==> src/rtl/grr_pkg.sv <==
// ----------------------------------------------------------------------------
// grr_pkg
// Constants and shared types of the group reverse reorder block.
// ----------------------------------------------------------------------------
`timescale 1ns / 1ps
`default_nettype none

package grr_pkg;

    localparam int MAX_GROUP = 16;
    localparam int DATA_W    = 32;
    localparam int GS_W      = 5;
    localparam int IDX_W     = (MAX_GROUP > 1) ? $clog2(MAX_GROUP) : 1;
    localparam int CNT_W     = $clog2(MAX_GROUP + 1);
    localparam int ADDR_W    = IDX_W + 1;
    localparam int RAM_DEPTH = 1 << ADDR_W;
    localparam int Q_DEPTH   = 2;
    localparam int Q_PTR_W   = $clog2(Q_DEPTH);
    localparam int Q_CNT_W   = $clog2(Q_DEPTH + 1);

    localparam logic [GS_W-1:0] GS_RESET = GS_W'(2);

    // One finished group, handed from the fill side to the drain side.
    typedef struct packed {
        logic             bank;
        logic [CNT_W-1:0] count;
        logic             rev;
        logic             last;
    } t_desc;

    // The drain side gives a bank back once its last word has been read.
    typedef struct packed {
        logic valid;
        logic bank;
    } t_release;

endpackage

`default_nettype wire

==> src/rtl/grr_ram.sv <==
// ----------------------------------------------------------------------------
// grr_ram
// Generic single-write, single-read RAM with registered read data.
// ----------------------------------------------------------------------------
`timescale 1ns / 1ps
`default_nettype none

module grr_ram #(
    parameter int WIDTH = 32,
    parameter int DEPTH = 32
) (
    input  wire logic                     i_clk,
    input  wire logic                     i_wr_en,
    input  wire logic [$clog2(DEPTH)-1:0] i_wr_addr,
    input  wire logic [WIDTH-1:0]         i_wr_data,
    input  wire logic                     i_rd_en,
    input  wire logic [$clog2(DEPTH)-1:0] i_rd_addr,
    output logic      [WIDTH-1:0]         o_rd_data
);

    logic [WIDTH-1:0] r_mem [DEPTH];

    always_ff @(posedge i_clk) begin
        if (i_wr_en) begin
            r_mem[i_wr_addr] <= i_wr_data;
        end
        if (i_rd_en) begin
            o_rd_data <= r_mem[i_rd_addr];
        end
    end

endmodule

`default_nettype wire

==> src/rtl/grr_queue.sv <==
// ----------------------------------------------------------------------------
// grr_queue
// Short queue of group descriptors between the fill and drain sides.
// ----------------------------------------------------------------------------
`timescale 1ns / 1ps
`default_nettype none

module grr_queue
    import grr_pkg::*;
(
    input  wire logic  i_clk,
    input  wire logic  i_rst_n,
    input  wire logic  i_push,
    input  wire t_desc i_data,
    output logic       o_ready,
    input  wire logic  i_pop,
    output logic       o_valid,
    output t_desc      o_data
);

    t_desc              r_mem [Q_DEPTH];
    logic [Q_PTR_W-1:0] r_wr, n_wr;
    logic [Q_PTR_W-1:0] r_rd, n_rd;
    logic [Q_CNT_W-1:0] r_cnt, n_cnt;

    function automatic logic [Q_PTR_W-1:0] ptr_inc(input logic [Q_PTR_W-1:0] p);
        if (p == Q_PTR_W'(Q_DEPTH - 1)) begin
            return '0;
        end
        return p + Q_PTR_W'(1);
    endfunction

    assign o_ready = (r_cnt != Q_CNT_W'(Q_DEPTH));
    assign o_valid = (r_cnt != '0);
    assign o_data  = r_mem[r_rd];

    always_comb begin
        n_wr  = r_wr;
        n_rd  = r_rd;
        n_cnt = r_cnt;
        if (i_push) begin
            n_wr = ptr_inc(r_wr);
        end
        if (i_pop) begin
            n_rd = ptr_inc(r_rd);
        end
        if (i_push && !i_pop) begin
            n_cnt = r_cnt + Q_CNT_W'(1);
        end else if (!i_push && i_pop) begin
            n_cnt = r_cnt - Q_CNT_W'(1);
        end
    end

    always_ff @(posedge i_clk) begin
        if (!i_rst_n) begin
            r_wr  <= '0;
            r_rd  <= '0;
            r_cnt <= '0;
        end else begin
            r_wr  <= n_wr;
            r_rd  <= n_rd;
            r_cnt <= n_cnt;
        end
    end

    always_ff @(posedge i_clk) begin
        if (i_push) begin
            r_mem[r_wr] <= i_data;
        end
    end

endmodule

`default_nettype wire

==> src/rtl/grr_front.sv <==
// ----------------------------------------------------------------------------
// grr_front
// Fill side: holds the group size, writes words into a free bank and closes
// a group when it is full or the sequence ends.
// ----------------------------------------------------------------------------
`timescale 1ns / 1ps
`default_nettype none

module grr_front
    import grr_pkg::*;
(
    input  wire logic                     i_clk,
    input  wire logic                     i_rst_n,
    input  wire logic                     i_cfg_valid,
    input  wire logic        [GS_W-1:0]   i_group_size,
    input  wire logic                     i_valid,
    output logic                          o_ready,
    input  wire logic signed [DATA_W-1:0] i_item_value,
    input  wire logic                     i_sequence_end,
    output logic                          o_wr_en,
    output logic             [ADDR_W-1:0] o_wr_addr,
    output logic             [DATA_W-1:0] o_wr_data,
    output logic                          o_push,
    output t_desc                         o_desc,
    input  wire logic                     i_q_ready,
    input  wire t_release                 i_release
);

    logic [GS_W-1:0]  r_group_size;
    logic [CNT_W-1:0] r_fill, n_fill;
    logic             r_wbank, n_wbank;
    logic [1:0]       r_busy, n_busy;
    logic [CNT_W-1:0] eff_size;
    logic [CNT_W-1:0] fill_inc;
    logic             accept;
    logic             close;

    // Size zero behaves as one; sizes above the bank depth saturate.
    always_comb begin
        if (r_group_size == '0) begin
            eff_size = CNT_W'(1);
        end else if (32'(r_group_size) > 32'(MAX_GROUP)) begin
            eff_size = CNT_W'(MAX_GROUP);
        end else begin
            eff_size = CNT_W'(r_group_size);
        end
    end

    assign o_ready  = !r_busy[r_wbank] && i_q_ready;
    assign accept   = i_valid && o_ready;
    assign fill_inc = r_fill + CNT_W'(1);
    assign close    = accept && ((fill_inc >= eff_size) || i_sequence_end);

    assign o_wr_en   = accept;
    assign o_wr_addr = {r_wbank, r_fill[IDX_W-1:0]};
    assign o_wr_data = DATA_W'(unsigned'(i_item_value));

    assign o_push       = close;
    assign o_desc.bank  = r_wbank;
    assign o_desc.count = fill_inc;
    assign o_desc.rev   = (fill_inc >= eff_size);
    assign o_desc.last  = i_sequence_end;

    always_comb begin
        n_fill  = r_fill;
        n_wbank = r_wbank;
        n_busy  = r_busy;
        if (i_release.valid) begin
            n_busy[i_release.bank] = 1'b0;
        end
        if (close) begin
            n_fill          = '0;
            n_wbank         = !r_wbank;
            n_busy[r_wbank] = 1'b1;
        end else if (accept) begin
            n_fill = fill_inc;
        end
    end

    always_ff @(posedge i_clk) begin
        if (!i_rst_n) begin
            r_group_size <= GS_RESET;
            r_fill       <= '0;
            r_wbank      <= 1'b0;
            r_busy       <= '0;
        end else begin
            if (i_cfg_valid) begin
                r_group_size <= i_group_size;
            end
            r_fill  <= n_fill;
            r_wbank <= n_wbank;
            r_busy  <= n_busy;
        end
    end

endmodule

`default_nettype wire

==> src/rtl/grr_back.sv <==
// ----------------------------------------------------------------------------
// grr_back
// Drain side: takes closed groups from the queue and reads their words out
// of the bank in run order, one read per cycle when the output can move.
// ----------------------------------------------------------------------------
`timescale 1ns / 1ps
`default_nettype none

module grr_back
    import grr_pkg::*;
(
    input  wire logic        i_clk,
    input  wire logic        i_rst_n,
    input  wire logic        i_q_valid,
    input  wire t_desc       i_q_desc,
    output logic             o_q_pop,
    output t_release         o_release,
    output logic             o_rd_en,
    output logic [ADDR_W-1:0] o_rd_addr,
    input  wire logic        i_out_ready,
    output logic             o_out_valid,
    output logic             o_run_last,
    output logic             o_sequence_done
);

    typedef enum logic [1:0] {
        BS_IDLE = 2'b01,
        BS_RUN  = 2'b10
    } t_back_state;

    t_back_state      r_state, n_state;
    t_desc            r_desc;
    logic [CNT_W-1:0] r_idx, n_idx;
    logic             r_s1_valid, n_s1_valid;
    logic             r_s1_last, n_s1_last;
    logic             r_s1_done, n_s1_done;
    logic             issue;
    logic             issue_final;
    logic             load;
    logic [CNT_W-1:0] last_idx;
    logic [CNT_W-1:0] sel_idx;

    // The read data register inside the RAM is the output register, so a
    // new read may only be issued when its current word is empty or leaving.
    assign last_idx    = r_desc.count - CNT_W'(1);
    assign issue       = (r_state == BS_RUN) && (!r_s1_valid || i_out_ready);
    assign issue_final = issue && (r_idx == last_idx);
    assign load        = i_q_valid && ((r_state == BS_IDLE) || issue_final);
    assign sel_idx     = r_desc.rev ? (last_idx - r_idx) : r_idx;

    assign o_q_pop         = load;
    assign o_release.valid = issue_final;
    assign o_release.bank  = r_desc.bank;
    assign o_rd_en         = issue;
    assign o_rd_addr       = {r_desc.bank, sel_idx[IDX_W-1:0]};
    assign o_out_valid     = r_s1_valid;
    assign o_run_last      = r_s1_last;
    assign o_sequence_done = r_s1_done;

    always_comb begin
        n_state    = r_state;
        n_idx      = r_idx;
        n_s1_valid = r_s1_valid;
        n_s1_last  = r_s1_last;
        n_s1_done  = r_s1_done;
        if (issue) begin
            n_idx      = r_idx + CNT_W'(1);
            n_s1_valid = 1'b1;
            n_s1_last  = issue_final;
            n_s1_done  = issue_final && r_desc.last;
        end else if (i_out_ready) begin
            n_s1_valid = 1'b0;
        end
        if (load) begin
            n_state = BS_RUN;
            n_idx   = '0;
        end else if (issue_final) begin
            n_state = BS_IDLE;
        end
    end

    always_ff @(posedge i_clk) begin
        if (!i_rst_n) begin
            r_state    <= BS_IDLE;
            r_idx      <= '0;
            r_s1_valid <= 1'b0;
        end else begin
            r_state    <= n_state;
            r_idx      <= n_idx;
            r_s1_valid <= n_s1_valid;
        end
    end

    always_ff @(posedge i_clk) begin
        r_s1_last <= n_s1_last;
        r_s1_done <= n_s1_done;
        if (load) begin
            r_desc <= i_q_desc;
        end
    end

endmodule

`default_nettype wire

==> src/rtl/group_reverse_reorder.sv <==
// ----------------------------------------------------------------------------
// group_reverse_reorder
// Reverses a stream of signed 32-bit words in groups of a programmable size.
// ----------------------------------------------------------------------------
// Usage:
// Input words arrive on i_valid / o_ready with i_item_value and
// i_sequence_end, the latter marking the final word of a sequence. Output
// words leave on o_valid / i_ready with o_out_value, o_run_last (last word
// of a run) and o_sequence_done (final word of the sequence). The group size
// is written on i_cfg_valid / o_cfg_ready; o_cfg_ready is always high and
// writes are meant to happen only while the block is idle.
// A full group comes out newest word first; a partial group closed by the
// end flag comes out in arrival order. Size one passes words straight on.
// The word that closes a group sends its descriptor through the queue and
// the drain state register, and the first word of the run then comes from
// the registered RAM read. Two banks let one group fill while the other
// drains, one word per cycle on each side while the fill bank is free and
// the output is not stalled; the RAM has a single read port.
// Reset clears the fill count, the bank flags, the queue and the output
// valid, and sets the group size to two. When the receiver stalls the output
// word holds, draining pauses, and the fill side keeps accepting until both
// banks are waiting.
// ----------------------------------------------------------------------------
`timescale 1ns / 1ps
`default_nettype none

module group_reverse_reorder
    import grr_pkg::*;
(
    input  wire logic                     i_clk,
    input  wire logic                     i_rst_n,
    // Configuration write channel.
    input  wire logic                     i_cfg_valid,
    output logic                          o_cfg_ready,
    input  wire logic        [GS_W-1:0]   i_group_size,
    // Input word channel.
    input  wire logic                     i_valid,
    output logic                          o_ready,
    input  wire logic signed [DATA_W-1:0] i_item_value,
    input  wire logic                     i_sequence_end,
    // Output word channel.
    output logic                          o_valid,
    input  wire logic                     i_ready,
    output logic signed      [DATA_W-1:0] o_out_value,
    output logic                          o_run_last,
    output logic                          o_sequence_done
);

    logic              wr_en;
    logic [ADDR_W-1:0] wr_addr;
    logic [DATA_W-1:0] wr_data;
    logic              rd_en;
    logic [ADDR_W-1:0] rd_addr;
    logic [DATA_W-1:0] rd_data;
    logic              q_push;
    logic              q_ready;
    logic              q_pop;
    logic              q_valid;
    t_desc             push_desc;
    t_desc             head_desc;
    t_release          bank_release;

    // Configuration is taken at any cycle.
    assign o_cfg_ready = 1'b1;

    // The fill side writes words into the bank it owns and posts a
    // descriptor once the group is closed.
    grr_front u_front (
        .i_clk          (i_clk),
        .i_rst_n        (i_rst_n),
        .i_cfg_valid    (i_cfg_valid),
        .i_group_size   (i_group_size),
        .i_valid        (i_valid),
        .o_ready        (o_ready),
        .i_item_value   (i_item_value),
        .i_sequence_end (i_sequence_end),
        .o_wr_en        (wr_en),
        .o_wr_addr      (wr_addr),
        .o_wr_data      (wr_data),
        .o_push         (q_push),
        .o_desc         (push_desc),
        .i_q_ready      (q_ready),
        .i_release      (bank_release)
    );

    grr_queue u_queue (
        .i_clk   (i_clk),
        .i_rst_n (i_rst_n),
        .i_push  (q_push),
        .i_data  (push_desc),
        .o_ready (q_ready),
        .i_pop   (q_pop),
        .o_valid (q_valid),
        .o_data  (head_desc)
    );

    // Two banks of MAX_GROUP words each; the bank is the top address bit.
    grr_ram #(
        .WIDTH (DATA_W),
        .DEPTH (RAM_DEPTH)
    ) u_ram (
        .i_clk     (i_clk),
        .i_wr_en   (wr_en),
        .i_wr_addr (wr_addr),
        .i_wr_data (wr_data),
        .i_rd_en   (rd_en),
        .i_rd_addr (rd_addr),
        .o_rd_data (rd_data)
    );

    // The drain side reads each group in run order and gives the bank back
    // as soon as its last word has been read.
    grr_back u_back (
        .i_clk           (i_clk),
        .i_rst_n         (i_rst_n),
        .i_q_valid       (q_valid),
        .i_q_desc        (head_desc),
        .o_q_pop         (q_pop),
        .o_release       (bank_release),
        .o_rd_en         (rd_en),
        .o_rd_addr       (rd_addr),
        .i_out_ready     (i_ready),
        .o_out_valid     (o_valid),
        .o_run_last      (o_run_last),
        .o_sequence_done (o_sequence_done)
    );

    assign o_out_value = signed'(rd_data);

endmodule

`default_nettype wire

==> config.mk <==
export PLATFORM = sky130hd
export DESIGN_NAME = group_reverse_reorder
export DESIGN_NICKNAME = d
export VERILOG_FILES = /design/src/rtl/grr_pkg.sv /design/src/rtl/grr_ram.sv /design/src/rtl/grr_queue.sv /design/src/rtl/grr_front.sv /design/src/rtl/grr_back.sv /design/src/rtl/group_reverse_reorder.sv
export SDC_FILE = /design/constraint.sdc
export NUM_CORES = 1
export LEC_CHECK = 0
export ABC_CLOCK_PERIOD_IN_PS = 8700
export BUFFER_PORTS_ARGS = -buffer_cell sky130_fd_sc_hd__buf_2
export CORE_ASPECT_RATIO = 0.6
export CORE_MARGIN = 10
export CORE_UTILIZATION = 30
export CTS_CLUSTER_SIZE = 30
export DETAILED_ROUTE_END_ITERATION = 16
export GPL_ROUTABILITY_DRIVEN = 0
export REMOVE_ABC_BUFFERS = 1
export SLEW_MARGIN = 20
export SYNTH_ARGS = -nofsm -noshare
export SYNTH_HDL_FRONTEND = slang
export SYNTH_HIERARCHICAL = 1
export SYNTH_SLANG_ARGS = --single-unit
==> constraint.sdc <==
create_clock -name i_clk -period 8.7 [get_ports i_clk]
set_input_delay 0.435 -clock i_clk [delete_from_list [all_inputs] [get_ports i_clk]]
set_output_delay 0.435 -clock i_clk [all_outputs]
set_load 0.01 [all_outputs]
==> results by group <==
Status
  • Status: finished clean

Power and ir drop
  • Power per cell area: about 290 mW/mm^2
  • Leakage power: approximately 16 nW
  • VDD IR-drop max: approximately 0.33 mV
  • Power, Total: about 14 mW

Floorplanning
  • Starting Density: a little under a third
  • Site Rows: 108
  • Die Y: about 320 um
  • Top Ports: 80
  • Core outline area: around 0.14 mm^2
  • Die area: approximately 0.16 mm^2
  • Die Wd: 513 um

Clock network
  • Post_cts resized: 0
  • Clock latency on the worst-skew pair: between 0.6 and 0.7 ns
  • Bufs on Longest Clock Path: 3
  • Clock Tree Root: clkbuf_16
  • Cts hold-fix bufs: 6
  • Reg clk slew, reported paths: roughly 0.07 ns
  • H-Tree Depth: 3
  • CTS tree: yes
  • Postcts setup bufs: 0
  • Sink Count: roughly 1100
  • Inserted Clock Buffers: 96

Logic synthesis
  • Top_reg_cell synth: edfxtp_1
  • Top cells by area, synth: edfxtp_1 (74%), mux2i_1 (12%), a22oi_1 (1.6%), buf_4 (1.3%), a22o_1 (1.3%)
  • Seq/Total Area, Yosys: 75.5%
  • Yosys reg bits: about 1100
  • Distinct cells, synth: 62
  • Warnings from Yosys: 6
  • Syn avg cell area: 17.3 um^2
  • Post-synth top area share: between 70% and 80%
  • Cells after Synth: 2531
  • Synth area leader: edfxtp_1
  • Number of synthesized flops with an enable pin: 1082
  • Mapped cell area: between 0.04 and 0.05 mm^2
  • Ys async rst share: 0%

Timing
  • Tcrit/Tclk final: approximately 50%
  • Fin crit period: 4.25 ns
  • Final setup viols: 0
  • Slew Limit Headroom: 23.2%
  • Setup WS post-layout: 4.45 ns
  • Worst-Margin Slew: between 1 and 1.5 ns
  • Final Hold Fails: 0
  • Setup skew after layout: between 0.03 and 0.04 ns
  • RSZ-0062 raised after global routing: no
  • Slew Limit Fails: 0
  • Max frequency: around 240 MHz

Routing
  • Post-Route WL: about 110 mm
  • DR vias/cell: between 4 and 5
  • Initial DRC count: ~2600
  • WL/cell: between 20 and 25 um
  • Pre-Repair DR Iteration Count: 5
  • DRC: 0
  • Vias post-DR: between 20000 and 25000
  • Detail Route Antenna Nets: 0

Setup path
  • Worst Reg-to-Reg Cells: 12
  • Data arrival, critical path: 4.64 ns
  • R2r endpoint: u_ram/o_rd_data[1]
  • Startpoint Class: flop
  • Reg-to-reg slack, setup: around 4.5 ns
  • CP startpoint: u_back/r_desc[2]
  • Crit path max fanout: about 50
  • CP Class: flop to flop
  • Reg2Reg Launch Point: u_back/r_desc[2]
  • CP Cell Sequence: inv_1 > ha_1 > inv_1 > fa_1 > nand2_1 > o21ai_0 > and2_4 > buf_4 > a22o_1 > nor3_1 > a31oi_1 > nand3_1
  • CP peak stage delay: roughly 0.76 ns
  • Worst Setup End Kind: flop
  • Slowest-stage cell, CP: and2_4
  • CP required: a little over 9 ns
  • Most used cell, CP: inv_1

Placement
  • DP HPWL: ~54 mm
  • Worst slack at placement: 4.51 ns
  • Placed cells: 4410
  • Port bufs: a little under 80
  • DP Area: 0.0461 mm^2

Global route
  • First-pass GRT wire length: 159 mm
  • Overflow after GRT: 0
  • Initial antenna violation count: 7
  • GRT Total Usage: approximately an eighth
  • Largest net degree at the start of global routing: between 100 and 150
  • Vias in the first global route: roughly 22000

Cells and area
  • Core Util, Final: about a third
  • Final instance area: 0.0492 mm^2
  • Multi-input gate area: between 0.009 and 0.01 mm^2
  • # nets final: between 2000 and 3000
  • Post-Layout Cell Count: 4592
  • Share of layout cells above drive strength 1: 11.9%
  • Register Area: about 0.033 mm^2
  • Filler Cell Count: ~14000
  • Area grow syn2layout: 12.5%

Hold path
  • Worst Hold Path EP: u_front/r_group_size[1]
  • WHS Path Cells: 2
  • Worst min path class: input pin to flop
  • Hold_sp: i_rst_n

Run
  • Max-cap violation count: 0
-- per-layer routing --
layer / track usage, % / up-vias / part of all wire [%]
met4: 3.38 / 2 / 1.9
li1: - / 10026 / -
met1: 20.2 / 11905 / 47
met3: 3.38 / 131 / 8.5
met2: 18.8 / 880 / 42
met5: 0 / - / 0.016
-- synthesized netlist by cell type (all sizes together) (26+ instances only) --
cell type / n
edfxtp: 1082
buf: 124
nand3: 106
nor2: 47
a22oi: 96
a21oi: 102
nand2: 108
nor3: 45
a22o: 64
clkbuf: 51
a31oi: 34
dfxtp: 26
mux2i: 518
-- placed cells by master, fill, tap and decap left out, drive strengths merged, types with 9 or more instances in the layout --
cell type,count
edfxtp,1082
mux2i,518
buf,129
clkbuf,125
nand2,108
nand3,106
a21oi,102
a22oi,96
a22o,64
nor2,47
nor3,45
a31oi,34
clkinv,34
dfxtp,26
inv,19
xnor2,15
ha,12
mux2,9
and2,9
-- where the power goes --
| group | total (mW) | switching [mW] | leakage, nW | internal, mW |
|---|---|---|---|---|
| combinational | 3.87 | 2.43 | 4.70 | 1.44 |
| clock | 4.16 | 1.91 | 1.44 | 2.25 |
| sequential | 6.26 | 0.112 | 9.97 | 6.15 |
-- how the worst max path moves through the flow --
stage	end	slack, ns
floorplan	u_ram/o_rd_data[0]	-29.94
global placement	u_ram/o_rd_data[1]	4.57
detailed placement	u_ram/o_rd_data[1]	4.51
CTS	u_ram/o_rd_data[1]	4.46
global route	u_ram/o_rd_data[1]	4.29
finish	u_ram/o_rd_data[1]	4.45
-- area by class of cell --
cell class              count  area share, %
inverters                  14          0.107
flip-flops and latches   1108           67.1
repair buffers            135           1.82
diodes                      4         0.0204
multi-input cells        1234           20.0
well taps                1925           4.90
clock buffers             125           5.19
clock inverters            47          0.845
-- logic make-up (layout without fill, tap and decap cells) --
| group | count (synthesis) | in the layout | synth area share, % |
|---|---|---|---|
| mux | 527 | 527 | 12.1 |
| compound gates | 321 | 321 | 5.07 |
| fa+ha+maj | 13 | 13 | 0.389 |
| simple gates | 352 | 352 | 3.87 |
| buf+inv | 189 | 321 | 2.64 |
| flops | 1108 | 1108 | 75.5 |
| other cells | 1 | 5 | 0.00858 |
| xor+xnor | 20 | 20 | 0.401 |
-- state kept, by name, indices dropped and copies added (netlist names), named ones only --
signal                  count
u_back/r_state              2
u_queue/r_rd                1
u_back/r_idx                5
u_ram/r_mem              1024
u_back/o_sequence_done      1
u_back/o_out_valid          1
u_front/r_group_size        5
u_queue/r_mem              16
u_queue/r_wr                1
u_back/o_rd_addr            1
u_front/r_wbank             1
u_front/r_busy              2
u_back/o_run_last           1
u_queue/r_cnt               2
u_ram/o_rd_data            32
u_back/r_desc               7
u_front/r_fill              5
-- through the flow --
stage          TNS (ns)  hold WS [ns]
6_report              0        0.0697
5_1_grt               0        0.0728
4_1_cts               0        0.0252
3_5_place_dp          0         0.494
3_3_place_gp          0         0.487
2_1_floorplan   -958.00         0.461
-- worst max-delay path: cells and delay by family (launching register included) --
kind	cells	cell delay (ns)
compound gates	3	0.92
fa+ha+maj	2	0.78
buf+inv	3	0.87
flops	1	0.38
simple gates	4	0.97
Power figures use the tool's default switching activity.
